**src/rtl/core/cmv_pkg.sv**
```systemverilog
// Shared types, phase codes and constants for the CoAP message validator.
// Used by every module under rtl/core except cmv_queue; depends on nothing else.
package cmv_pkg;

    localparam int DEFAULT_MAX_MESSAGE_BYTES = 2048;
    localparam int IN_QUEUE_LOG2 = 2;
    localparam int OUT_QUEUE_LOG2 = 1;

    localparam int CFG_INDEX_W = 1;
    localparam int CFG_DATA_W = 16;
    localparam logic [CFG_INDEX_W-1:0] REG_MAX_OPTION = 1'd0;
    localparam logic [CFG_INDEX_W-1:0] REG_MAX_PAYLOAD = 1'd1;
    localparam logic [15:0] MAX_OPTION_RESET = 16'd1034;
    localparam logic [10:0] MAX_PAYLOAD_RESET = 11'd1024;

    localparam int PHASE_W = 4;
    localparam logic [PHASE_W-1:0] PH_HDR0 = 4'd0;
    localparam logic [PHASE_W-1:0] PH_HDR1 = 4'd1;
    localparam logic [PHASE_W-1:0] PH_HDR2 = 4'd2;
    localparam logic [PHASE_W-1:0] PH_HDR3 = 4'd3;
    localparam logic [PHASE_W-1:0] PH_TOKEN = 4'd4;
    localparam logic [PHASE_W-1:0] PH_OPT_FIRST = 4'd5;
    localparam logic [PHASE_W-1:0] PH_OPT_START = 4'd6;
    localparam logic [PHASE_W-1:0] PH_DELTA_EXT = 4'd7;
    localparam logic [PHASE_W-1:0] PH_LEN_EXT = 4'd8;
    localparam logic [PHASE_W-1:0] PH_VALUE = 4'd9;
    localparam logic [PHASE_W-1:0] PH_PAYLOAD = 4'd10;
    localparam logic [PHASE_W-1:0] PH_SKIP = 4'd11;

    localparam logic [1:0] ERR_OK = 2'd0;
    localparam logic [1:0] ERR_FORMAT = 2'd1;
    localparam logic [1:0] ERR_VERSION = 2'd2;
    localparam logic [1:0] ERR_PAYLOAD = 2'd3;

    localparam logic [1:0] VERSION_ONE = 2'h1;
    localparam logic [7:0] MARKER_BYTE = 8'hFF;
    localparam logic [3:0] NIB_EXT1 = 4'd13;
    localparam logic [3:0] NIB_EXT2 = 4'd14;
    localparam logic [3:0] NIB_RESERVED = 4'hF;
    localparam logic [16:0] EXT1_BIAS = 17'd13;
    localparam logic [16:0] EXT2_BIAS = 17'd269;
    localparam logic [3:0] TOKEN_MAX = 4'd8;
    localparam logic [11:0] COUNT_SAT = 12'd4095;
    localparam logic [2:0] CLASS_RSVD1 = 3'd1;
    localparam logic [2:0] CLASS_RSVD6 = 3'd6;
    localparam logic [2:0] CLASS_RSVD7 = 3'd7;

    typedef struct packed {
        logic [7:0] data_byte;
        logic       last_byte;
    } cmv_in_t;

    typedef struct packed {
        logic [1:0]  status;
        logic [1:0]  msg_type;
        logic [3:0]  token_length;
        logic [7:0]  code;
        logic [15:0] message_id;
        logic [10:0] payload_offset;
        logic [10:0] payload_length;
    } cmv_out_t;

    typedef struct packed {
        logic [7:0] data_byte;
        logic       last_byte;
        logic       is_marker;
        logic       is_reserved;
    } cmv_cls_t;

    typedef struct packed {
        logic               too_long;
        logic               too_short;
        logic               four_bytes;
        logic [1:0]         first_error;
        logic [PHASE_W-1:0] phase;
        logic [1:0]         msg_type;
        logic [3:0]         token_length;
        logic [7:0]         code;
        logic [15:0]        message_id;
        logic [10:0]        payload_start;
        logic [11:0]        payload_count;
    } cmv_snap_t;

endpackage

```
**src/rtl/core/cmv_queue.sv**
```systemverilog
// Small first-in first-out queue with a combinational head read.
// Depends on nothing; used between the front and walk stages and for results.
module cmv_queue #(
    parameter int WIDTH = 8,
    parameter int DEPTH_LOG2 = 2
) (
    input  logic             clk,
    input  logic             rst_n,
    input  logic             wr_en,
    input  logic [WIDTH-1:0] wr_data,
    output logic             full,
    input  logic             rd_en,
    output logic [WIDTH-1:0] rd_data,
    output logic             empty
);

    localparam int DEPTH = 1 << DEPTH_LOG2;
    localparam int CNT_W = DEPTH_LOG2 + 1;

    logic [WIDTH-1:0]      mem [DEPTH];
    logic [DEPTH_LOG2-1:0] wr_ptr_reg;
    logic [DEPTH_LOG2-1:0] rd_ptr_reg;
    logic [CNT_W-1:0]      count_reg;
    logic [CNT_W-1:0]      count_next;

    assign full = (count_reg == CNT_W'(DEPTH));
    assign empty = (count_reg == '0);
    assign rd_data = mem[rd_ptr_reg];

    always_comb
    begin
        count_next = count_reg;
        if (wr_en && !rd_en)
        begin
            count_next = count_reg + CNT_W'(1);
        end
        else if (rd_en && !wr_en)
        begin
            count_next = count_reg - CNT_W'(1);
        end
    end

    always_ff @(posedge clk)
    begin
        if (wr_en)
        begin
            mem[wr_ptr_reg] <= wr_data;
        end
    end

    always_ff @(posedge clk or negedge rst_n)
    begin
        if (!rst_n)
        begin
            wr_ptr_reg <= '0;
            rd_ptr_reg <= '0;
            count_reg <= '0;
        end
        else
        begin
            if (wr_en)
            begin
                wr_ptr_reg <= wr_ptr_reg + DEPTH_LOG2'(1);
            end
            if (rd_en)
            begin
                rd_ptr_reg <= rd_ptr_reg + DEPTH_LOG2'(1);
            end
            count_reg <= count_next;
        end
    end

endmodule

```
**src/rtl/core/cmv_front.sv**
```systemverilog
// Input stage: accepts bytes, marks payload markers and reserved nibbles,
// and hands them to the byte queue. Depends on cmv_pkg.
module cmv_front (
    input  logic              clk,
    input  logic              rst_n,
    input  logic              push,
    input  cmv_pkg::cmv_in_t  item,
    output logic              full,
    input  logic              q_full,
    output logic              q_write,
    output cmv_pkg::cmv_cls_t q_item
);

    import cmv_pkg::*;

    logic     valid_reg;
    logic     valid_next;
    cmv_cls_t item_reg;
    logic     accept;

    assign full = valid_reg && q_full;
    assign accept = push && !full;
    assign q_write = valid_reg && !q_full;
    assign q_item = item_reg;
    assign valid_next = accept || (valid_reg && q_full);

    always_ff @(posedge clk)
    begin
        if (accept)
        begin
            item_reg.data_byte <= item.data_byte;
            item_reg.last_byte <= item.last_byte;
            item_reg.is_marker <= (item.data_byte == MARKER_BYTE);
            item_reg.is_reserved <= (item.data_byte[7:4] == NIB_RESERVED) ||
                                    (item.data_byte[3:0] == NIB_RESERVED);
        end
    end

    always_ff @(posedge clk or negedge rst_n)
    begin
        if (!rst_n)
        begin
            valid_reg <= 1'b0;
        end
        else
        begin
            valid_reg <= valid_next;
        end
    end

endmodule

```
**src/rtl/core/cmv_walk.sv**
```systemverilog
// Parser stage: walks the header, token, options and payload one byte per cycle
// unless stalled, and snapshots the message at its last byte. Depends on cmv_pkg.
module cmv_walk #(
    parameter int MAX_MESSAGE_BYTES = cmv_pkg::DEFAULT_MAX_MESSAGE_BYTES
) (
    input  logic               clk,
    input  logic               rst_n,
    input  logic [15:0]        max_option_length,
    input  logic               q_empty,
    input  cmv_pkg::cmv_cls_t  q_item,
    output logic               q_read,
    input  logic               snap_ready,
    output logic               snap_valid,
    output cmv_pkg::cmv_snap_t snap
);

    import cmv_pkg::*;

    localparam int POS_W = $clog2(MAX_MESSAGE_BYTES + 2);
    localparam int EXT_W = (POS_W > 11) ? POS_W : 11;

    logic [POS_W-1:0]   pos_reg, pos_next;
    logic [PHASE_W-1:0] phase_reg, phase_next;
    logic [1:0]         type_reg, type_next;
    logic [3:0]         tl_reg, tl_next;
    logic [7:0]         code_reg, code_next;
    logic [15:0]        id_reg, id_next;
    logic [15:0]        left_reg, left_next;
    logic [3:0]         pend_reg, pend_next;
    logic [7:0]         ext_hi_reg, ext_hi_next;
    logic [1:0]         ferr_reg, ferr_next;
    logic [10:0]        pstart_reg, pstart_next;
    logic [11:0]        pcount_reg, pcount_next;
    logic               snap_valid_reg, snap_valid_next;
    cmv_snap_t          snap_reg, snap_next;

    logic [7:0]  b;
    logic        slot_free;
    logic [3:0]  stage_nib;
    logic [16:0] fin_len;
    logic        fin_over;
    logic [10:0] pos_plus_one;
    logic        go_stage;
    logic        go_finish;
    logic        do_flag;

    assign b = q_item.data_byte;
    assign slot_free = !snap_valid_reg || snap_ready;
    assign q_read = !q_empty && (!q_item.last_byte || slot_free);
    assign snap_valid = snap_valid_reg;
    assign snap = snap_reg;

    assign stage_nib = (phase_reg == PH_DELTA_EXT) ? pend_reg : b[3:0];
    assign pos_plus_one = 11'(EXT_W'(pos_reg) + EXT_W'(1));

    always_comb
    begin
        if (phase_reg == PH_LEN_EXT)
        begin
            if (pend_reg == NIB_EXT2)
            begin
                fin_len = 17'({ext_hi_reg, b}) + EXT2_BIAS;
            end
            else
            begin
                fin_len = 17'(b) + EXT1_BIAS;
            end
        end
        else
        begin
            fin_len = 17'(stage_nib);
        end
    end

    assign fin_over = fin_len > {1'b0, max_option_length};

    always_comb
    begin
        pos_next = pos_reg;
        phase_next = phase_reg;
        type_next = type_reg;
        tl_next = tl_reg;
        code_next = code_reg;
        id_next = id_reg;
        left_next = left_reg;
        pend_next = pend_reg;
        ext_hi_next = ext_hi_reg;
        ferr_next = ferr_reg;
        pstart_next = pstart_reg;
        pcount_next = pcount_reg;
        snap_valid_next = snap_valid_reg && !snap_ready;
        snap_next = snap_reg;
        go_stage = 1'b0;
        go_finish = 1'b0;
        do_flag = 1'b0;

        if (q_read)
        begin
            case (phase_reg)
                PH_HDR0:
                begin
                    if (b[7:6] != VERSION_ONE)
                    begin
                        ferr_next = ERR_VERSION;
                    end
                    type_next = b[5:4];
                    tl_next = b[3:0];
                    phase_next = PH_HDR1;
                end
                PH_HDR1:
                begin
                    code_next = b;
                    phase_next = PH_HDR2;
                end
                PH_HDR2:
                begin
                    id_next = {b, 8'h00};
                    phase_next = PH_HDR3;
                end
                PH_HDR3:
                begin
                    id_next = {id_reg[15:8], b};
                    if (tl_reg == 4'd0)
                    begin
                        phase_next = PH_OPT_FIRST;
                    end
                    else
                    begin
                        left_next = 16'(tl_reg);
                        phase_next = PH_TOKEN;
                    end
                end
                PH_TOKEN:
                begin
                    left_next = left_reg - 16'd1;
                    if (left_reg == 16'd1)
                    begin
                        phase_next = PH_OPT_FIRST;
                    end
                end
                PH_OPT_FIRST, PH_OPT_START:
                begin
                    if (q_item.is_marker)
                    begin
                        if (phase_reg == PH_OPT_FIRST)
                        begin
                            do_flag = 1'b1;
                        end
                        else
                        begin
                            pstart_next = pos_plus_one;
                            pcount_next = '0;
                            phase_next = PH_PAYLOAD;
                        end
                    end
                    else if (q_item.is_reserved)
                    begin
                        do_flag = 1'b1;
                    end
                    else
                    begin
                        pend_next = b[3:0];
                        if (b[7:4] == NIB_EXT1)
                        begin
                            left_next = 16'd1;
                            phase_next = PH_DELTA_EXT;
                        end
                        else if (b[7:4] == NIB_EXT2)
                        begin
                            left_next = 16'd2;
                            phase_next = PH_DELTA_EXT;
                        end
                        else
                        begin
                            go_stage = 1'b1;
                        end
                    end
                end
                PH_DELTA_EXT:
                begin
                    left_next = left_reg - 16'd1;
                    if (left_reg == 16'd1)
                    begin
                        go_stage = 1'b1;
                    end
                end
                PH_LEN_EXT:
                begin
                    if (pend_reg == NIB_EXT2 && left_reg == 16'd2)
                    begin
                        ext_hi_next = b;
                        left_next = 16'd1;
                    end
                    else
                    begin
                        go_finish = 1'b1;
                    end
                end
                PH_VALUE:
                begin
                    left_next = left_reg - 16'd1;
                    if (left_reg == 16'd1)
                    begin
                        phase_next = PH_OPT_START;
                    end
                end
                PH_PAYLOAD:
                begin
                    if (pcount_reg < COUNT_SAT)
                    begin
                        pcount_next = pcount_reg + 12'd1;
                    end
                end
                default:
                begin
                end
            endcase

            if (go_stage)
            begin
                if (stage_nib == NIB_EXT1)
                begin
                    left_next = 16'd1;
                    phase_next = PH_LEN_EXT;
                end
                else if (stage_nib == NIB_EXT2)
                begin
                    left_next = 16'd2;
                    phase_next = PH_LEN_EXT;
                end
                else
                begin
                    go_finish = 1'b1;
                end
            end

            if (go_finish)
            begin
                if (fin_over)
                begin
                    do_flag = 1'b1;
                end
                else if (fin_len == 17'd0)
                begin
                    phase_next = PH_OPT_START;
                end
                else
                begin
                    left_next = fin_len[15:0];
                    phase_next = PH_VALUE;
                end
            end

            if (do_flag)
            begin
                if (ferr_reg == ERR_OK)
                begin
                    ferr_next = ERR_FORMAT;
                end
                phase_next = PH_SKIP;
            end

            if (pos_reg <= POS_W'(MAX_MESSAGE_BYTES))
            begin
                pos_next = pos_reg + POS_W'(1);
            end

            if (q_item.last_byte)
            begin
                snap_valid_next = 1'b1;
                snap_next.too_long = pos_next > POS_W'(MAX_MESSAGE_BYTES);
                snap_next.too_short = pos_next < POS_W'(4);
                snap_next.four_bytes = pos_next == POS_W'(4);
                snap_next.first_error = ferr_next;
                snap_next.phase = phase_next;
                snap_next.msg_type = type_next;
                snap_next.token_length = tl_next;
                snap_next.code = code_next;
                snap_next.message_id = id_next;
                snap_next.payload_start = pstart_next;
                snap_next.payload_count = pcount_next;

                pos_next = '0;
                phase_next = PH_HDR0;
                type_next = '0;
                tl_next = '0;
                code_next = '0;
                id_next = '0;
                left_next = '0;
                pend_next = '0;
                ext_hi_next = '0;
                ferr_next = ERR_OK;
                pstart_next = '0;
                pcount_next = '0;
            end
        end
    end

    always_ff @(posedge clk)
    begin
        snap_reg <= snap_next;
    end

    always_ff @(posedge clk or negedge rst_n)
    begin
        if (!rst_n)
        begin
            pos_reg <= '0;
            phase_reg <= PH_HDR0;
            type_reg <= '0;
            tl_reg <= '0;
            code_reg <= '0;
            id_reg <= '0;
            left_reg <= '0;
            pend_reg <= '0;
            ext_hi_reg <= '0;
            ferr_reg <= ERR_OK;
            pstart_reg <= '0;
            pcount_reg <= '0;
            snap_valid_reg <= 1'b0;
        end
        else
        begin
            pos_reg <= pos_next;
            phase_reg <= phase_next;
            type_reg <= type_next;
            tl_reg <= tl_next;
            code_reg <= code_next;
            id_reg <= id_next;
            left_reg <= left_next;
            pend_reg <= pend_next;
            ext_hi_reg <= ext_hi_next;
            ferr_reg <= ferr_next;
            pstart_reg <= pstart_next;
            pcount_reg <= pcount_next;
            snap_valid_reg <= snap_valid_next;
        end
    end

    a_snap_hold: assert property (@(posedge clk) disable iff (!rst_n)
        snap_valid_reg && !snap_ready |=> snap_valid_reg && $stable(snap_reg))
        else $error("Pending snapshot changed while the verdict stage was stalled.");

    a_clear_after_last: assert property (@(posedge clk) disable iff (!rst_n)
        q_read && q_item.last_byte |=> phase_reg == PH_HDR0 && pos_reg == '0)
        else $error("Parser state was not cleared after the last byte.");

    a_skip_has_error: assert property (@(posedge clk) disable iff (!rst_n)
        phase_reg == PH_SKIP |-> ferr_reg != ERR_OK)
        else $error("Parser is skipping bytes without a recorded error.");

    a_pos_bound: assert property (@(posedge clk) disable iff (!rst_n)
        pos_reg <= POS_W'(MAX_MESSAGE_BYTES + 1))
        else $error("Byte position ran past its saturation value.");

endmodule

```
**src/rtl/core/cmv_verdict.sv**
```systemverilog
// Verdict stage: turns a message snapshot into the final status and result
// item and writes it to the result queue. Depends on cmv_pkg.
module cmv_verdict (
    input  logic               snap_valid,
    input  cmv_pkg::cmv_snap_t snap,
    input  logic [10:0]        max_payload_length,
    output logic               snap_ready,
    input  logic               out_full,
    output logic               out_write,
    output cmv_pkg::cmv_out_t  out_result
);

    import cmv_pkg::*;

    logic [2:0] code_class;
    logic [1:0] status;

    assign snap_ready = !out_full;
    assign out_write = snap_valid && !out_full;
    assign code_class = snap.code[7:5];

    always_comb
    begin
        status = ERR_OK;
        if (snap.too_long || snap.too_short)
        begin
            status = ERR_FORMAT;
        end
        else if (snap.first_error == ERR_VERSION)
        begin
            status = ERR_VERSION;
        end
        else if (snap.token_length > TOKEN_MAX)
        begin
            status = ERR_FORMAT;
        end
        else if (snap.code == 8'd0 && (!snap.four_bytes || snap.token_length != 4'd0))
        begin
            status = ERR_FORMAT;
        end
        else if (code_class == CLASS_RSVD1 || code_class == CLASS_RSVD6 ||
                 code_class == CLASS_RSVD7)
        begin
            status = ERR_FORMAT;
        end
        else if (snap.phase == PH_TOKEN || snap.first_error != ERR_OK)
        begin
            status = ERR_FORMAT;
        end
        else if (snap.phase == PH_DELTA_EXT || snap.phase == PH_LEN_EXT ||
                 snap.phase == PH_VALUE)
        begin
            status = ERR_FORMAT;
        end
        else if (snap.phase == PH_PAYLOAD)
        begin
            if (snap.payload_count == 12'd0)
            begin
                status = ERR_FORMAT;
            end
            else if (snap.payload_count > {1'b0, max_payload_length})
            begin
                status = ERR_PAYLOAD;
            end
        end
    end

    always_comb
    begin
        out_result.status = status;
        out_result.msg_type = snap.msg_type;
        out_result.token_length = snap.token_length;
        out_result.code = snap.code;
        out_result.message_id = snap.message_id;
        if (status == ERR_OK && snap.phase == PH_PAYLOAD)
        begin
            out_result.payload_offset = snap.payload_start;
            out_result.payload_length = snap.payload_count[10:0];
        end
        else
        begin
            out_result.payload_offset = '0;
            out_result.payload_length = '0;
        end
    end

endmodule

```
**src/rtl/core/coap_message_validator.sv**
```systemverilog
// Top level of the CoAP message validator: configuration registers, the
// front, walk and verdict stages, and the two queues. Depends on cmv_pkg.
//
// The block takes one message byte per cycle while full is low, and gives
// one result item for each byte flagged as the last of its message. The single
// parser state update per byte in the walk stage sets that rate. A last byte
// goes via the front register, byte queue and snapshot register to the result
// queue. Input bytes queue up behind a stalled result side until the byte
// queue fills, and then full rises. The user must write the two limits on the
// cfg port only while no message is in flight; the block does not enforce it.
module coap_message_validator #(
    parameter int MAX_MESSAGE_BYTES = cmv_pkg::DEFAULT_MAX_MESSAGE_BYTES,
    parameter int IN_QUEUE_LOG2 = cmv_pkg::IN_QUEUE_LOG2,
    parameter int OUT_QUEUE_LOG2 = cmv_pkg::OUT_QUEUE_LOG2
) (
    input  logic                            clk,
    input  logic                            rst_n,
    input  logic                            push,
    input  cmv_pkg::cmv_in_t                item,
    output logic                            full,
    output logic                            empty,
    input  logic                            pop,
    output cmv_pkg::cmv_out_t               result,
    input  logic                            cfg_write,
    input  logic [cmv_pkg::CFG_INDEX_W-1:0] cfg_index,
    input  logic [cmv_pkg::CFG_DATA_W-1:0]  cfg_data
);

    import cmv_pkg::*;

    logic [15:0] opt_max_reg;
    logic [10:0] pay_max_reg;

    logic      inq_write;
    cmv_cls_t  inq_wdata;
    logic      inq_full;
    logic      inq_read;
    cmv_cls_t  inq_rdata;
    logic      inq_empty;

    logic      snap_valid;
    cmv_snap_t snap;
    logic      snap_ready;

    logic      outq_write;
    cmv_out_t  outq_wdata;
    logic      outq_full;
    logic      outq_read;

    assign outq_read = pop && !empty;

    always_ff @(posedge clk or negedge rst_n)
    begin
        if (!rst_n)
        begin
            opt_max_reg <= MAX_OPTION_RESET;
            pay_max_reg <= MAX_PAYLOAD_RESET;
        end
        else if (cfg_write)
        begin
            case (cfg_index)
                REG_MAX_OPTION:  opt_max_reg <= cfg_data[15:0];
                REG_MAX_PAYLOAD: pay_max_reg <= cfg_data[10:0];
                default:
                begin
                end
            endcase
        end
    end

    cmv_front u_front (
        .clk     (clk),
        .rst_n   (rst_n),
        .push    (push),
        .item    (item),
        .full    (full),
        .q_full  (inq_full),
        .q_write (inq_write),
        .q_item  (inq_wdata)
    );

    cmv_queue #(
        .WIDTH      ($bits(cmv_cls_t)),
        .DEPTH_LOG2 (IN_QUEUE_LOG2)
    ) u_in_queue (
        .clk     (clk),
        .rst_n   (rst_n),
        .wr_en   (inq_write),
        .wr_data (inq_wdata),
        .full    (inq_full),
        .rd_en   (inq_read),
        .rd_data (inq_rdata),
        .empty   (inq_empty)
    );

    cmv_walk #(
        .MAX_MESSAGE_BYTES (MAX_MESSAGE_BYTES)
    ) u_walk (
        .clk               (clk),
        .rst_n             (rst_n),
        .max_option_length (opt_max_reg),
        .q_empty           (inq_empty),
        .q_item            (inq_rdata),
        .q_read            (inq_read),
        .snap_ready        (snap_ready),
        .snap_valid        (snap_valid),
        .snap              (snap)
    );

    cmv_verdict u_verdict (
        .snap_valid         (snap_valid),
        .snap               (snap),
        .max_payload_length (pay_max_reg),
        .snap_ready         (snap_ready),
        .out_full           (outq_full),
        .out_write          (outq_write),
        .out_result         (outq_wdata)
    );

    cmv_queue #(
        .WIDTH      ($bits(cmv_out_t)),
        .DEPTH_LOG2 (OUT_QUEUE_LOG2)
    ) u_out_queue (
        .clk     (clk),
        .rst_n   (rst_n),
        .wr_en   (outq_write),
        .wr_data (outq_wdata),
        .full    (outq_full),
        .rd_en   (outq_read),
        .rd_data (result),
        .empty   (empty)
    );

endmodule

```
**config.mk**
```make
export PLATFORM = sky130hd
export DESIGN_NAME = coap_message_validator
export DESIGN_NICKNAME = d
export VERILOG_FILES = /design/src/rtl/core/cmv_pkg.sv /design/src/rtl/core/cmv_queue.sv /design/src/rtl/core/cmv_front.sv /design/src/rtl/core/cmv_walk.sv /design/src/rtl/core/cmv_verdict.sv /design/src/rtl/core/coap_message_validator.sv
export SDC_FILE = /design/constraint.sdc
export NUM_CORES = 1
export LEC_CHECK = 0
export BUFFER_PORTS_ARGS = -buffer_cell sky130_fd_sc_hd__buf_2
export CAP_MARGIN = 20
export CORE_UTILIZATION = 43
export CTS_CLUSTER_SIZE = 24
export DETAILED_ROUTE_END_ITERATION = 10
export HOLD_SLACK_MARGIN = 0.02
export PLACE_DENSITY = 0.6
export SYNTH_ARGS = -nofsm -noshare
export SYNTH_HDL_FRONTEND = slang
export SYNTH_SLANG_ARGS = --single-unit
```
**constraint.sdc**
```tcl
create_clock -name clk -period 5 [get_ports clk]
set_clock_uncertainty 0.2 [all_clocks]
set_input_delay 1.5 -clock clk [delete_from_list [all_inputs] [get_ports clk]]
set_output_delay 1.5 -clock clk [all_outputs]
set_load 0.02 [all_outputs]
```
---- Word-level counts from Yosys, hierarchy flattened ----
Memories as Yosys holds them, arrays and structs flattened.
Cells that the tools add are included.
word-level totals
  output and inout bits ................... 56
  memories kept ........................... 2
  register bits after elaboration ......... 212
  bits in writable memories ............... 152
  word-level logic and storage cells ...... 262
operators by class
  reductions and logical operators ........ 60
  add/sub/neg operators ................... 13
  bitwise logic cells ..................... 1
  equality and inequality tests ........... 35
  multiplexer cells ....................... 107
  order comparisons ....................... 7
memories
  name             words  bits a word  rd ports  clocked after Yosys merged registers in  write ports  RTL line         RTL
  u_out_queue.mem  2      54           1         0                                        1            cmv_queue.sv:20  logic [WIDTH-1:0] mem [DEPTH];
  u_in_queue.mem   4      11           1         0                                        1            cmv_queue.sv:20
operators by type and width
  operator               count
  $mux 16                14
  $mux 4                 22
  $mux 12                7
  $pmux 16 s4            1
  $eq 4x4->1 const B     13
  $mux 11                4
  $mux 8                 5
  $mux 2                 19
  $mux 17                2
  $pmux 16 s2            1
  $pmux 4 s7             1
  $mux 1                 26
  $add 12x1->12 const B  2
  $eq 4x3->1 const B     6
  $pmux 12 s2            1
  $mux 22                1
  $add 16x9->17 const B  1
  $gt 17x16->1           1
  $logic_not 17->1       1
  $eq 16x1->1 const B    1
  $eq 16x2->1 const B    1
  $sub 16x1->16 const B  1
  $logic_and 1x1->1      14
  $eq 12x3->1 const B    1
  36 further kinds       77

---- Depth between registers and ports, before layout ----
Gate-level depths: netlist of the first run.
  depth after elaboration ................. 14
  depth in mapped cells ................... 23
  mapped depth without buffers ............ 18

---- Cells and area by module ----
From an unflattened synthesis of the first run, not the netlist that was laid out.
unflattened totals
  cells, all modules ...................... 1430
  area total of the unflattened synthesis .. 18057.3 um^2
modules (own cells, without submodules)
  module                   cells an instance  instances  area an instance (um^2)  sequential area each (um^2)
  cmv_walk                 951                1          9370.2                   4364.2
  cmv_queue (u_out_queue)  184                1          4332.9                   3343.2
  cmv_queue (u_in_queue)   91                 1          1986.9                   1496.4
  coap_message_validator   60                 1          1084.8                   680.7
  cmv_verdict              124                1          878.3                    0.0
  cmv_front                20                 1          404.1                    355.3

---- Worst setup path before layout of the first run ----
OpenSTA, ideal clock, no wires.
  kind .................................... register -> register
  from .................................... register u_in_queue.rd_ptr_reg[0]
  to ...................................... register u_walk.snap_reg, in the netlist u_walk.snap[55], data pin
  data arrival time ....................... 4.838 ns
  setup time .............................. 0.255 ns
  cell stages (with the launch flop) ...... 22
  clock period less this slack ............ 5.293 ns
  setup slack ............................. -0.293 ns
  path through ............................ dfrtp_1 buf_6 buf_6 mux4_2 clkbuf_1 ha_1 nand4b_1 a31oi_4 nor3_1 o21ai_0 inv_1 ha_1 and4_1 nand2_1 or4b_2 o221ai_1 a211oi_1 a21oi_2 o41ai_2 buf_2 nor2b_1 and2_1
between the ends
  word-level cells in the longest chain between the ends .. 13
  elaborated cells on any way between the ends .. 40
  classes of those cells .................. add/sub: 2; order compare: 1; eq/ne: 4; mux: 31; reduce/logical: 1; memory: 1
ends and longest elaborated chain
  what                                                    RTL line         RTL
  from (decl)                                             cmv_queue.sv:22  logic [DEPTH_LOG2-1:0] rd_ptr_reg;
  from (signal assigned)                                  cmv_queue.sv:67  rd_ptr_reg <= rd_ptr_reg + DEPTH_LOG2'(1);
  $mem_v2 4x11 *                                          --
  branches (longest 11 deep; another with $add 16x9->17)  --
  $mux 4 *                                                cmv_walk.sv:254  if (do_flag)
  to (signal assigned)                                    cmv_walk.sv:301  snap_reg <= snap_next;
  to (decl)                                               cmv_walk.sv:35   cmv_snap_t snap_reg, snap_next;
Mark *: on every way between the ends. The select of a mux whose other input is x is not followed.
A chain may end at the register's enable or synchronous reset.

---- Final worst setup path of the first run ----
Same ends and word-level chain as after synthesis.

==> results of run 1 <==
through the flow:
stage,instances,hold WS (ns),util
final,2178,0.249,0.508
after global routing,2178,0.261,0.508
after CTS,2157,0.247,0.501
after detailed placement,2081,0.232,0.467
after global placement,2081,0.228,0.467
after floorplan,1500,0.221,-
timing repair:
item	CTS	global route
hold buffers	0	0
gates cloned	0	1
endpoints found under the setup margin	4	25
setup buffers	2	20
resized for setup	3	24
pin swaps	1	14
kinds of logic after synthesis:
kind of cell,share of synthesized area
buffers and inverters,0.0306
xor gates and xnor gates,0.0146
muxes,0.0765
adders and majority gates,0.0292
DFF,0.589
AOI/OAI and AO/OA,0.106
and+or+nand+nor,0.155
critical path, cell delays in order (launching register included):
cell and delay, ns:
dfrtp_2 0.42, mux4_2 0.58, buf_8 0.16, a211o_1 0.35, buf_6 0.15, a2111o_1 0.35
o211ai_1 0.12, ha_1 0.27, and3_4 0.20, a221oi_4 0.28, o211ai_1 0.19, a2111oi_2 0.41
a211oi_2 0.15, a21oi_2 0.16, buf_4 0.15, o41ai_4 0.14, nor2b_1 0.19, and2_1 0.14
cells in the mapped netlist, drive strengths merged (39+ instances only):
cell type / number
nand2: 203
nor2: 75
dfrtp: 135
nand3: 79
edfxtp: 225
ha: 39
clkbuf: 62
inv: 55
mux2: 87
o21ai: 89
a21oi: 44
final cells by class:
cell class	count	area, um2
fillers	3540	19600
flip-flops and latches	364	10200
multi-input cells	1002	6780
clock buffers	55	1120
repair buffers	158	1020
well taps	525	657
inverters	55	206
clock inverters	19	200
power groups by stage:
stage / logic (uW) / clock network, uW / registers, uW
after floorplan: 3480 / 0 / 4770
after global placement: 4890 / 0 / 4960
after detailed placement: 4950 / 0 / 5000
after CTS: 4980 / 3030 / 4950
after global routing: 5580 / 3150 / 5040
final: 5120 / 2970 / 4950
final timing paths:
kind / start / endpoint / cells after the start
max in group asynchronous: rst_n / u_walk.code_reg[5]$_DFFE_PN0P_ / 2
min in group asynchronous: rst_n / u_in_queue.wr_ptr_reg[1]$_DFFE_PN0P_ / 1
worst max register to register: u_in_queue.rd_ptr_reg[0]$_DFFE_PN0P_ / u_walk.snap[55]$_DFFE_PP_ / 17
worst min-delay path: u_walk.snap[29]$_DFFE_PP_ / u_out_queue.mem[0][28]$_DFFE_PP_ / 0
worst max-delay path: u_in_queue.rd_ptr_reg[0]$_DFFE_PN0P_ / u_walk.snap[55]$_DFFE_PP_ / 17
worst min register to register: u_walk.snap[29]$_DFFE_PP_ / u_out_queue.mem[0][28]$_DFFE_PP_ / 0
layer usage:
| layer | vias up | track usage | routed length (um) |
|---|---|---|---|
| met5 | - | 0 | 0 |
| met4 | 0 | 0.0706 | 1010 |
| li1 | 5761 | - | - |
| met1 | 6031 | 0.281 | 18800 |
| met2 | 322 | 0.330 | 19700 |
| met3 | 58 | 0.0384 | 2360 |
==> results_tabular.tex, run 1 <==
\begin{tabular}{lr}
\hline
Metric & Value \\
\hline
\multicolumn{2}{l}{\textbf{Placement}} \\
Setup slack at placement & -0.0719 ns \\
DP Wirelength & about 28 mm \\
Standard cell area after detailed placement & approximately 19,000 um2 \\
Routability congestion estimate from global placement & a little under 0.9 \\
IO buf count & 86 \\
\multicolumn{2}{l}{\textbf{Logic synthesis}} \\
Sequential area share after synthesis & 0.589 \\
Synth area leader & edfxtp\_1 \\
Main area contributors after synthesis & edfxtp\_1, dfrtp\_1, mux2\_2 \\
Synth unique cells & 79 \\
Post-synthesis instance area & between 15,000 and 20,000 um2 \\
Average cell area after synthesis & between 10 and 15 um2 \\
Synth Warn \# & 0 \\
Post-synth top flop & edfxtp\_1 \\
Total of flip-flops plus latches after synthesis & around 360 \\
Area share of the largest cell type after synthesis & 0.389 \\
Mapped Nets & roughly 1,600 \\
Synthesized instance count & 1,500 \\
Post-synth EDFFs & 225 \\
Synth async-reset ratio & 0.382 \\
\multicolumn{2}{l}{\textbf{Setup path}} \\
Worst-path maximum fanout & 11 \\
Flop2flop setup slack & about 0.14 ns \\
Worst setup path class & register to register \\
Startpoint type of the worst setup path & register \\
Critical path data required time & a little over 5 ns \\
Endpoint class of the critical path & register \\
Arrival time at the worst endpoint & 4.97 ns \\
\multicolumn{2}{l}{\textbf{CTS}} \\
Clock tree from TritonCTS & yes \\
CTS sink cnt & approximately 360 \\
Clock insertion delay at the later pin of the skew report & 0.56 ns \\
CTS Root Cell & clkbuf\_16 \\
CTS H-tree depth & 2 \\
Clock slew seen by the registers of the worst setup and hold paths & about 0.060 ns \\
Number of buffers on the longest clock path & 3 \\
Number of buffers created by CTS & 40 \\
\multicolumn{2}{l}{\textbf{Power and ir drop}} \\
Clock network power share & 0.228 \\
Power density relative to cell area & 644 nW/um2 \\
Leakage & between 0.008 and 0.009 uW \\
Gate power share & 0.393 \\
Share of power burned in registers & 0.379 \\
Total power & roughly 13,000 uW \\
Power Internal & about 8000 uW \\
Peak supply drop & 0.000315 V \\
Share of total power consumed by net switching & 0.386 \\
Sw power & 5030 uW \\
\multicolumn{2}{l}{\textbf{GRT}} \\
Global-route wire length before repair & 66.4 mm \\
Overall global routing resource usage & 0.206 \\
Number of antenna violations at the first check in global routing & 2 \\
Number of global-route vias before repair & approximately 12,000 \\
Largest net degree at the start of global routing & between 80 and 90 \\
Remaining global-route overflow & 0 \\
\multicolumn{2}{l}{\textbf{STA}} \\
Min cycle time layout & roughly 4.9 ns \\
Measured slew at the worst slew-check pin & around 0.97 ns \\
Total count of max-transition violations in the final report & 0 \\
Final-report setup violation count & 0 \\
Summed negative setup slack over all endpoints & 0 ns \\
Final worst path period share & 0.971 \\
Tightest slew margin relative to the limit & 0.345 \\
Peak clock frequency supported by timing & just over 200 MHz \\
Least setup slack across all paths after layout & 0.145 ns \\
Final hold violation count & 0 \\
\multicolumn{2}{l}{\textbf{Floorplan}} \\
Chip width & slightly above 200 um \\
Number of top-level design ports & 87 \\
Y dimension of the die & 203 um \\
Full die area & roughly 41,000 um2 \\
Core footprint & approximately 40,000 um2 \\
FP Rows & between 70 and 80 \\
Initial Util & 0.437 \\
\multicolumn{2}{l}{\textbf{Route}} \\
Violation count after the first detailed-route iteration & around 850 \\
Remaining antenna violation count & 0 \\
DRC Markers & 0 \\
Via Count & roughly 12,000 \\
Via density & around 5.6 \\
Total Routed Length & between 40 and 50 mm \\
Detailed-routing iteration count for the pre-antenna-repair pass & 7 \\
Detail-routed net length per standard cell & 19.2 um \\
\multicolumn{2}{l}{\textbf{Layout}} \\
Commonest non-fill, non-tap cells in the layout & edfxtp\_1, nand2\_1, dfrtp\_1 \\
Final \#Nets & 1,692 \\
Ant. Diodes & 0 \\
Fraction of final layout cells with drive strength greater than 1 & 0.218 \\
Final cell area excluding filler cells & between 20,000 and 25,000 um2 \\
Commonest non-fill, non-tap cell in the layout & edfxtp\_1 \\
Max FFs per register & 108 \\
Area growth from synthesis to layout & 16.3\% \\
\multicolumn{2}{l}{\textbf{Outcome}} \\
Run status & finished, final reports clean \\
\multicolumn{2}{l}{\textbf{Run}} \\
Max-cap viol count & 0 \\
\multicolumn{2}{l}{\textbf{Hold path}} \\
Class of the tightest hold or removal check & register to register \\
\hline
\end{tabular}
(Power assumes the default switching activity.)
==> run 2: changes to the inputs <==
- CELL_PAD_IN_SITES_DETAIL_PLACEMENT: not set -> 0
- CELL_PAD_IN_SITES_GLOBAL_PLACEMENT: not set -> 1
- PLACE_DENSITY: 0.6 -> 0.71
==> run 2 against run 1 <==
Sequential cell count unchanged. Fmax decreased by 1.7%. Sequential power about the same. Largest cell class unchanged.
==> results_tabular.tex, run 2 (synthesized netlist as in run 1, its figures left out) <==
\begin{tabular}{lr}
\hline
Metric & Value \\
\hline
\multicolumn{2}{l}{\textbf{Floorplan}} \\
FP Rows & 73 (unchanged) \\
Initial Util & 0.437 (unchanged) \\
Full die area & 41,200 um2 (unchanged) \\
Chip width & 203 um (unchanged) \\
Core footprint & 39,800 um2 (unchanged) \\
Y dimension of the die & 203 um (unchanged) \\
Number of top-level design ports & 87 (unchanged) \\
\multicolumn{2}{l}{\textbf{Setup path}} \\
R2R Path End & u\_walk.phase\_reg[3]\$\_DFFE\_PN0P\_ \\
Critical path data required time & 5.24 ns (+0.13 ns) \\
Beginning of the worst register-to-register path & u\_in\_queue.rd\_ptr\_reg[0]\$\_DFFE\_PN0P\_ \\
Cell-by-cell listing of the critical path & mux4\_2, ha\_4, nand4b\_1, buf\_6, a31oi\_4, o21ai\_2, a21oi\_4, ha\_4, a21o\_1, a221oi\_4, o211ai\_1, buf\_4, nor4\_2, a211oi\_2, a21oi\_2, buf\_4, nor2\_1, or3b\_4, a21o\_1 \\
Largest stage delay on the critical path & 0.59 ns (about the same) \\
Worst setup path class & register to register \\
Startpoint type of the worst setup path & register \\
FF-to-FF path depth & 19 (+2) \\
Arrival time at the worst endpoint & 5.18 ns (+0.21 ns) \\
Flop2flop setup slack & 0.06 ns (-0.09 ns) \\
Endpoint class of the critical path & register \\
Worst-path maximum fanout & 6 (-5) \\
CP max stage cell & mux4\_2 \\
\multicolumn{2}{l}{\textbf{Hold path}} \\
Cell depth of the worst hold path & 0 (unchanged) \\
Class of the tightest hold or removal check & register to register \\
Terminating pin of the worst hold path & u\_out\_queue.mem[1][33]\$\_DFFE\_PP\_ \\
Startpoint of the most critical hold path & u\_walk.snap[34]\$\_DFFE\_PP\_ \\
\multicolumn{2}{l}{\textbf{Layout}} \\
Max FFs per register & 108 (unchanged) \\
Final cell area excluding filler cells & 20,300 um2 (+0.20\%) \\
Total area of multi-input combinational cells & 6810 um2 (+0.46\%) \\
FF/Latch Area & 10,200 um2 (about the same) \\
Area growth from synthesis to layout & 16.6\% \\
Fraction of final layout cells with drive strength greater than 1 & 0.221 (+0.00369) \\
Final \#Nets & 1,688 (-0.24\%) \\
Ant. Diodes & 0 (unchanged) \\
Post-route non-filler standard cell count & 2,173 (-0.23\%) \\
Commonest non-fill, non-tap cells in the layout & edfxtp\_1, nand2\_1, dfrtp\_1 \\
Filler instances & 3,552 (+0.34\%) \\
Post-Route Utilization & 0.509 (+0.00101) \\
Commonest non-fill, non-tap cell in the layout & edfxtp\_1 \\
\multicolumn{2}{l}{\textbf{GRT}} \\
Global-route wire length before repair & 66.6 mm (+0.34\%) \\
Overall global routing resource usage & 0.207 (+0.00101) \\
Remaining global-route overflow & 0 (unchanged) \\
Number of global-route vias before repair & 11,900 (+0.74\%) \\
Number of antenna violations at the first check in global routing & 0 (-2) \\
Largest net degree at the start of global routing & 88 (unchanged) \\
\multicolumn{2}{l}{\textbf{Route}} \\
Total Routed Length & 42.2 mm (+0.89\%) \\
Remaining antenna violation count & 0 (unchanged) \\
Detailed-routing iteration count for the pre-antenna-repair pass & 6 (-1) \\
DRC Markers & 0 (unchanged) \\
Via Count & 12,200 (+0.49\%) \\
Detail-routed net length per standard cell & 19.4 um (+1.1\%) \\
Violation count after the first detailed-route iteration & 1,003 (+18\%) \\
Via density & 5.63 (+0.72\%) \\
\multicolumn{2}{l}{\textbf{STA}} \\
Tightest slew margin relative to the limit & 0.330 (-0.0149) \\
Final worst path period share & 0.988 (+0.0171) \\
Min cycle time layout & 4.94 ns (+0.0854 ns) \\
Measured slew at the worst slew-check pin & 0.997 ns (+0.0222 ns) \\
Final-report setup violation count & 0 (unchanged) \\
Final hold violation count & 0 (unchanged) \\
Summed negative setup slack over all endpoints & 0 ns (unchanged) \\
Least setup slack across all paths after layout & 0.0592 ns (-0.0854 ns) \\
Peak clock frequency supported by timing & 202 MHz (-1.7\%) \\
Total count of max-transition violations in the final report & 0 (unchanged) \\
\multicolumn{2}{l}{\textbf{Power and ir drop}} \\
Power density relative to cell area & 645 nW/um2 (about the same) \\
Peak supply drop & 0.000375 V (+19\%) \\
Leakage & 0.00827 uW (-0.15\%) \\
\multicolumn{2}{l}{\textbf{Placement}} \\
Standard cell area after detailed placement & 18,700 um2 (+0.24\%) \\
Routability congestion estimate from global placement & 0.887 (+0.46\%) \\
DP Wirelength & 28.6 mm (+0.96\%) \\
IO buf count & 86 (unchanged) \\
Placed cell count & 2,086 (+0.24\%) \\
Setup slack at placement & -0.0959 ns (-0.0240 ns) \\
\multicolumn{2}{l}{\textbf{CTS}} \\
Clock slew seen by the registers of the worst setup and hold paths & 0.06 ns (about the same) \\
CTS Root Cell & clkbuf\_16 \\
Number of buffers created by CTS & 39 (-2.5\%) \\
Clock tree from TritonCTS & yes \\
CTS H-tree depth & 2 (unchanged) \\
Clock insertion delay at the later pin of the skew report & 0.57 ns (about the same) \\
Number of buffers on the longest clock path & 3 (unchanged) \\
CTS sink cnt & 364 (unchanged) \\
\multicolumn{2}{l}{\textbf{Outcome}} \\
Run status & finished, final reports clean \\
\multicolumn{2}{l}{\textbf{Run}} \\
Max-cap viol count & 0 (unchanged) \\
\hline
\end{tabular}
==> run 2: metal layers <==
| metal | up-vias | wire length, um | GRT usage |
|---|---|---|---|
| met4 | 0 | 1210 | 0.0755 |
| li1 | 5754 | - | - |
| met1 | 6037 | 19400 | 0.287 |
| met2 | 358 | 19400 | 0.326 |
| met3 | 83 | 2150 | 0.0356 |
| met5 | - | 0 | 0 |
==> run 2: area by class of cell <==
class,count,share of cell area
clock buffers,48,0.0523
clock inverters,24,0.0135
flip-flops and latches,364,0.505
repair buffers,155,0.0501
well taps,525,0.0324
inverters,55,0.0102
multi-input cells,1002,0.336
==> run 2: how the worst max path moves through the flow <==
stage | startpoint | endpoint | slack (ns) | cells past startpoint
final | u_in_queue.rd_ptr_reg[0]$_DFFE_PN0P_ | u_walk.phase_reg[3]$_DFFE_PN0P_ | 0.06 | 19
after detailed placement | u_in_queue.rd_ptr_reg[0]$_DFFE_PN0P_ | u_walk.left_reg[15]$_DFFE_PN0P_ | -0.1 | 20
after floorplan | u_in_queue.rd_ptr_reg[0]$_DFFE_PN0P_ | u_walk.snap[55]$_DFFE_PP_ | -0.02 | 20
after CTS | u_in_queue.rd_ptr_reg[0]$_DFFE_PN0P_ | u_walk.left_reg[15]$_DFFE_PN0P_ | 0.006 | 20
after global placement | u_in_queue.rd_ptr_reg[0]$_DFFE_PN0P_ | u_walk.left_reg[15]$_DFFE_PN0P_ | -0.09 | 11
after global routing | u_in_queue.rd_ptr_reg[0]$_DFFE_PN0P_ | u_walk.phase_reg[3]$_DFFE_PN0P_ | -0.10 | 19
==> run 2: critical path, delay by kind of cell (launching register included) <==
| kind | cells | cell delay, ns |
|---|---|---|
| compound gates | 9 | 1.78 |
| simple gates | 4 | 0.89 |
| mux | 1 | 0.59 |
| buf+inv | 3 | 0.51 |
| fa+ha+maj | 2 | 0.43 |
| flops | 1 | 0.43 |
==> run 2: where the power goes <==
part	internal [uW]	leakage, uW	total [uW]	switching, uW
logic	1810	0.00364	5120	3310
clock network	1780	0.000651	3000	1210
registers	4410	0.00398	4950	538
total	8010	0.00827	13100	5060
==> run 2: timing repair <==
item | 4_1_cts | 5_1_grt
resized for setup | 2 | 33
hold buffers | 0 | 0
endpoints found under the setup margin | 10 | 19
hold endpoints to repair | 0 | 0
pin swaps | 0 | 19
buffers inserted | 0 | 15
==> run 2: through the flow <==
step           hold slack [ns]  total power (uW)
2_1_floorplan            0.221              8240
3_3_place_gp             0.228              9890
3_5_place_dp             0.230              9950
4_1_cts                  0.241             13000
5_1_grt                  0.246             13800
6_report                 0.241             13100
==> run 3: changes to the inputs <==
- CORE_UTILIZATION: 43 -> 45
- PLACE_DENSITY: 0.71 -> 0.74
==> run 3 against run 2 <==
Clock power hardly changed. Combinational power about the same. Fmax barely moved. Global-route usage rose by 1.2 points. Sequential power about the same. Worst hold slack worse by 0.0029 ns. First-iteration DRC count shrank 1.8%. Worst setup slack got worse by 0.0011 ns. Die area shrank 4.4%. Critical path type unchanged.
==> results_tabular.tex, run 3 (synthesized netlist as in run 1, its figures left out) <==
\begin{tabular}{lr}
\hline
Metric & Value \\
\hline
\multicolumn{2}{l}{\textbf{Outcome}} \\
Run status & finished, final reports clean \\
\multicolumn{2}{l}{\textbf{Floorplan}} \\
Initial Util & 0.459 (+0.0228) \\
Chip width & 199 um (-2.2\%) \\
Core footprint & 37,800 um2 (-5.0\%) \\
FP Rows & 71 (-2.7\%) \\
Y dimension of the die & 199 um (-2.2\%) \\
Full die area & 39,400 um2 (-4.4\%) \\
Number of top-level design ports & 87 (unchanged) \\
\multicolumn{2}{l}{\textbf{GRT}} \\
Remaining global-route overflow & 0 (unchanged) \\
Number of antenna violations at the first check in global routing & 0 (unchanged) \\
Overall global routing resource usage & 0.219 (+0.0123) \\
Global-route wire length before repair & 66.5 mm (-0.11\%) \\
Largest net degree at the start of global routing & 87 (-1.1\%) \\
Number of global-route vias before repair & 12,100 (+1.6\%) \\
\multicolumn{2}{l}{\textbf{Layout}} \\
Max FFs per register & 108 (unchanged) \\
Final cell area excluding filler cells & 20,200 um2 (-0.16\%) \\
Post-route non-filler standard cell count & 2,158 (-0.69\%) \\
Final \#Nets & 1,688 (unchanged) \\
Commonest non-fill, non-tap cells in the layout & edfxtp\_1, nand2\_1, dfrtp\_1 \\
Commonest non-fill, non-tap cell in the layout & edfxtp\_1 \\
Ant. Diodes & 0 (unchanged) \\
Fraction of final layout cells with drive strength greater than 1 & 0.220 (-0.00108) \\
Area growth from synthesis to layout & 16.4\% \\
\multicolumn{2}{l}{\textbf{Placement}} \\
Setup slack at placement & -0.0245 ns (+0.0714 ns) \\
IO buf count & 86 (unchanged) \\
Routability congestion estimate from global placement & 0.921 (+3.8\%) \\
DP Wirelength & 29.1 mm (+2.0\%) \\
Standard cell area after detailed placement & 18,600 um2 (about the same) \\
Placed cell count & 2,074 (-0.58\%) \\
\multicolumn{2}{l}{\textbf{CTS}} \\
CTS Hold Bufs & 0 (unchanged) \\
CTS sink cnt & 364 (unchanged) \\
Clock insertion delay at the later pin of the skew report & 0.57 ns (about the same) \\
CTS Root Cell & clkbuf\_16 \\
Clock tree from TritonCTS & yes \\
Number of buffers on the longest clock path & 3 (unchanged) \\
CTS H-tree depth & 2 (unchanged) \\
Number of buffers created by CTS & 39 (unchanged) \\
Clock slew seen by the registers of the worst setup and hold paths & 0.06 ns (about the same) \\
\multicolumn{2}{l}{\textbf{STA}} \\
Final worst path period share & 0.988 (about the same) \\
Final hold violation count & 0 (unchanged) \\
Measured slew at the worst slew-check pin & 1.00 ns (+0.00653 ns) \\
Final-report setup violation count & 0 (unchanged) \\
RSZ-0062 raised after global routing & true \\
Tightest slew margin relative to the limit & 0.328 (-0.00227) \\
Min cycle time layout & 4.94 ns (+0.00110 ns) \\
Smallest hold slack & 0.239 ns (-0.00291 ns) \\
Summed negative setup slack over all endpoints & 0 ns (unchanged) \\
Total count of max-transition violations in the final report & 0 (unchanged) \\
Peak clock frequency supported by timing & 202 MHz (about the same) \\
Least setup slack across all paths after layout & 0.0581 ns (-0.00110 ns) \\
\multicolumn{2}{l}{\textbf{Route}} \\
Detailed-routing iteration count for the pre-antenna-repair pass & 5 (-1) \\
DRC Markers & 0 (unchanged) \\
Via density & 5.69 (+1.2\%) \\
Total Routed Length & 42.7 mm (+1.2\%) \\
Detail-routed net length per standard cell & 19.8 um (+1.9\%) \\
Remaining antenna violation count & 0 (unchanged) \\
Via Count & 12,300 (+0.47\%) \\
Violation count after the first detailed-route iteration & 985 (-1.8\%) \\
\multicolumn{2}{l}{\textbf{Power and ir drop}} \\
Leakage & 0.00827 uW (about the same) \\
Power density relative to cell area & 646 nW/um2 (+0.18\%) \\
Peak supply drop & 0.000386 V (+2.8\%) \\
\multicolumn{2}{l}{\textbf{Setup path}} \\
Startpoint type of the worst setup path & register \\
Worst-path maximum fanout & 6 (unchanged) \\
Critical path data required time & 5.26 ns (+0.02 ns) \\
Endpoint class of the critical path & register \\
Worst setup path class & register to register \\
Arrival time at the worst endpoint & 5.20 ns (+0.02 ns) \\
\multicolumn{2}{l}{\textbf{Run}} \\
Max-cap viol count & 0 (unchanged) \\
\multicolumn{2}{l}{\textbf{Hold path}} \\
Class of the tightest hold or removal check & register to register \\
\hline
\end{tabular}
==> run 3: cell type report <==
class	count	area (um2)
flip-flops and latches	364	10200
clock inverters	25	285
clock buffers	46	1040
inverters	55	206
repair buffers	155	998
well taps	511	639
fillers	3275	17600
multi-input cells	1002	6820
==> run 3: worst paths after layout <==
kind | startpoint | endpoint | slack [ns] | cells after the start
setup / recovery | u_in_queue.rd_ptr_reg[0]$_DFFE_PN0P_ | u_walk.phase_reg[3]$_DFFE_PN0P_ | 0.06 | 18
hold / removal | u_walk.snap[52]$_DFFE_PP_ | u_out_queue.mem[1][51]$_DFFE_PP_ | 0.24 | 0
setup reg to reg | u_in_queue.rd_ptr_reg[0]$_DFFE_PN0P_ | u_walk.phase_reg[3]$_DFFE_PN0P_ | 0.06 | 18
hold reg to reg | u_walk.snap[52]$_DFFE_PP_ | u_out_queue.mem[1][51]$_DFFE_PP_ | 0.24 | 0
max in group asynchronous | rst_n | opt_max_reg[3]$_DFFE_PN1P_ | 2.94 | 2
min in group asynchronous | rst_n | opt_max_reg[7]$_DFFE_PN0P_ | 0.82 | 1
==> run 3: per-layer routing <==
layer,global-route usage,vias up,share of wire,routed length [um]
li1,-,5766,-,-
met1,0.298,6077,0.45,19400
met2,0.353,366,0.47,19900
met3,0.0300,80,0.050,2140
met4,0.0909,0,0.031,1340
met5,0,-,0,0
==> run 3: worst max-delay path: stages (launching register included) <==
cell and delay (ns):
dfrtp_2 0.43, mux4_2 0.60, ha_4 0.20, nand4b_1 0.31
a31oi_4 0.32, o21ai_1 0.11, a21oi_2 0.20, ha_1 0.27
a21o_1 0.22, a221oi_4 0.25, o211ai_1 0.18, buf_4 0.18
nor4_4 0.28, a211oi_2 0.10, a21oi_2 0.25, buf_4 0.18
nor2_4 0.04, or3b_4 0.38, a21o_1 0.16
==> run 3: report_power, final <==
group,switching [uW],internal [uW],total (uW)
clock,1220,1760,2980
sequential,545,4410,4960
combinational,3340,1800,5140
==> run 3: metrics by stage <==
step	power, uW	util
6_report	13100	0.535
4_1_cts	13000	0.528
3_3_place_gp	9880	0.492
2_1_floorplan	8240	-
3_5_place_dp	9980	0.493
5_1_grt	13800	0.535
==> run 3: timing repair <==
action / CTS / global route
gates resized for setup: 3 / 32
endpoints found under the setup margin: 5 / 20
pin swaps: 1 / 21
buffers inserted: 2 / 11
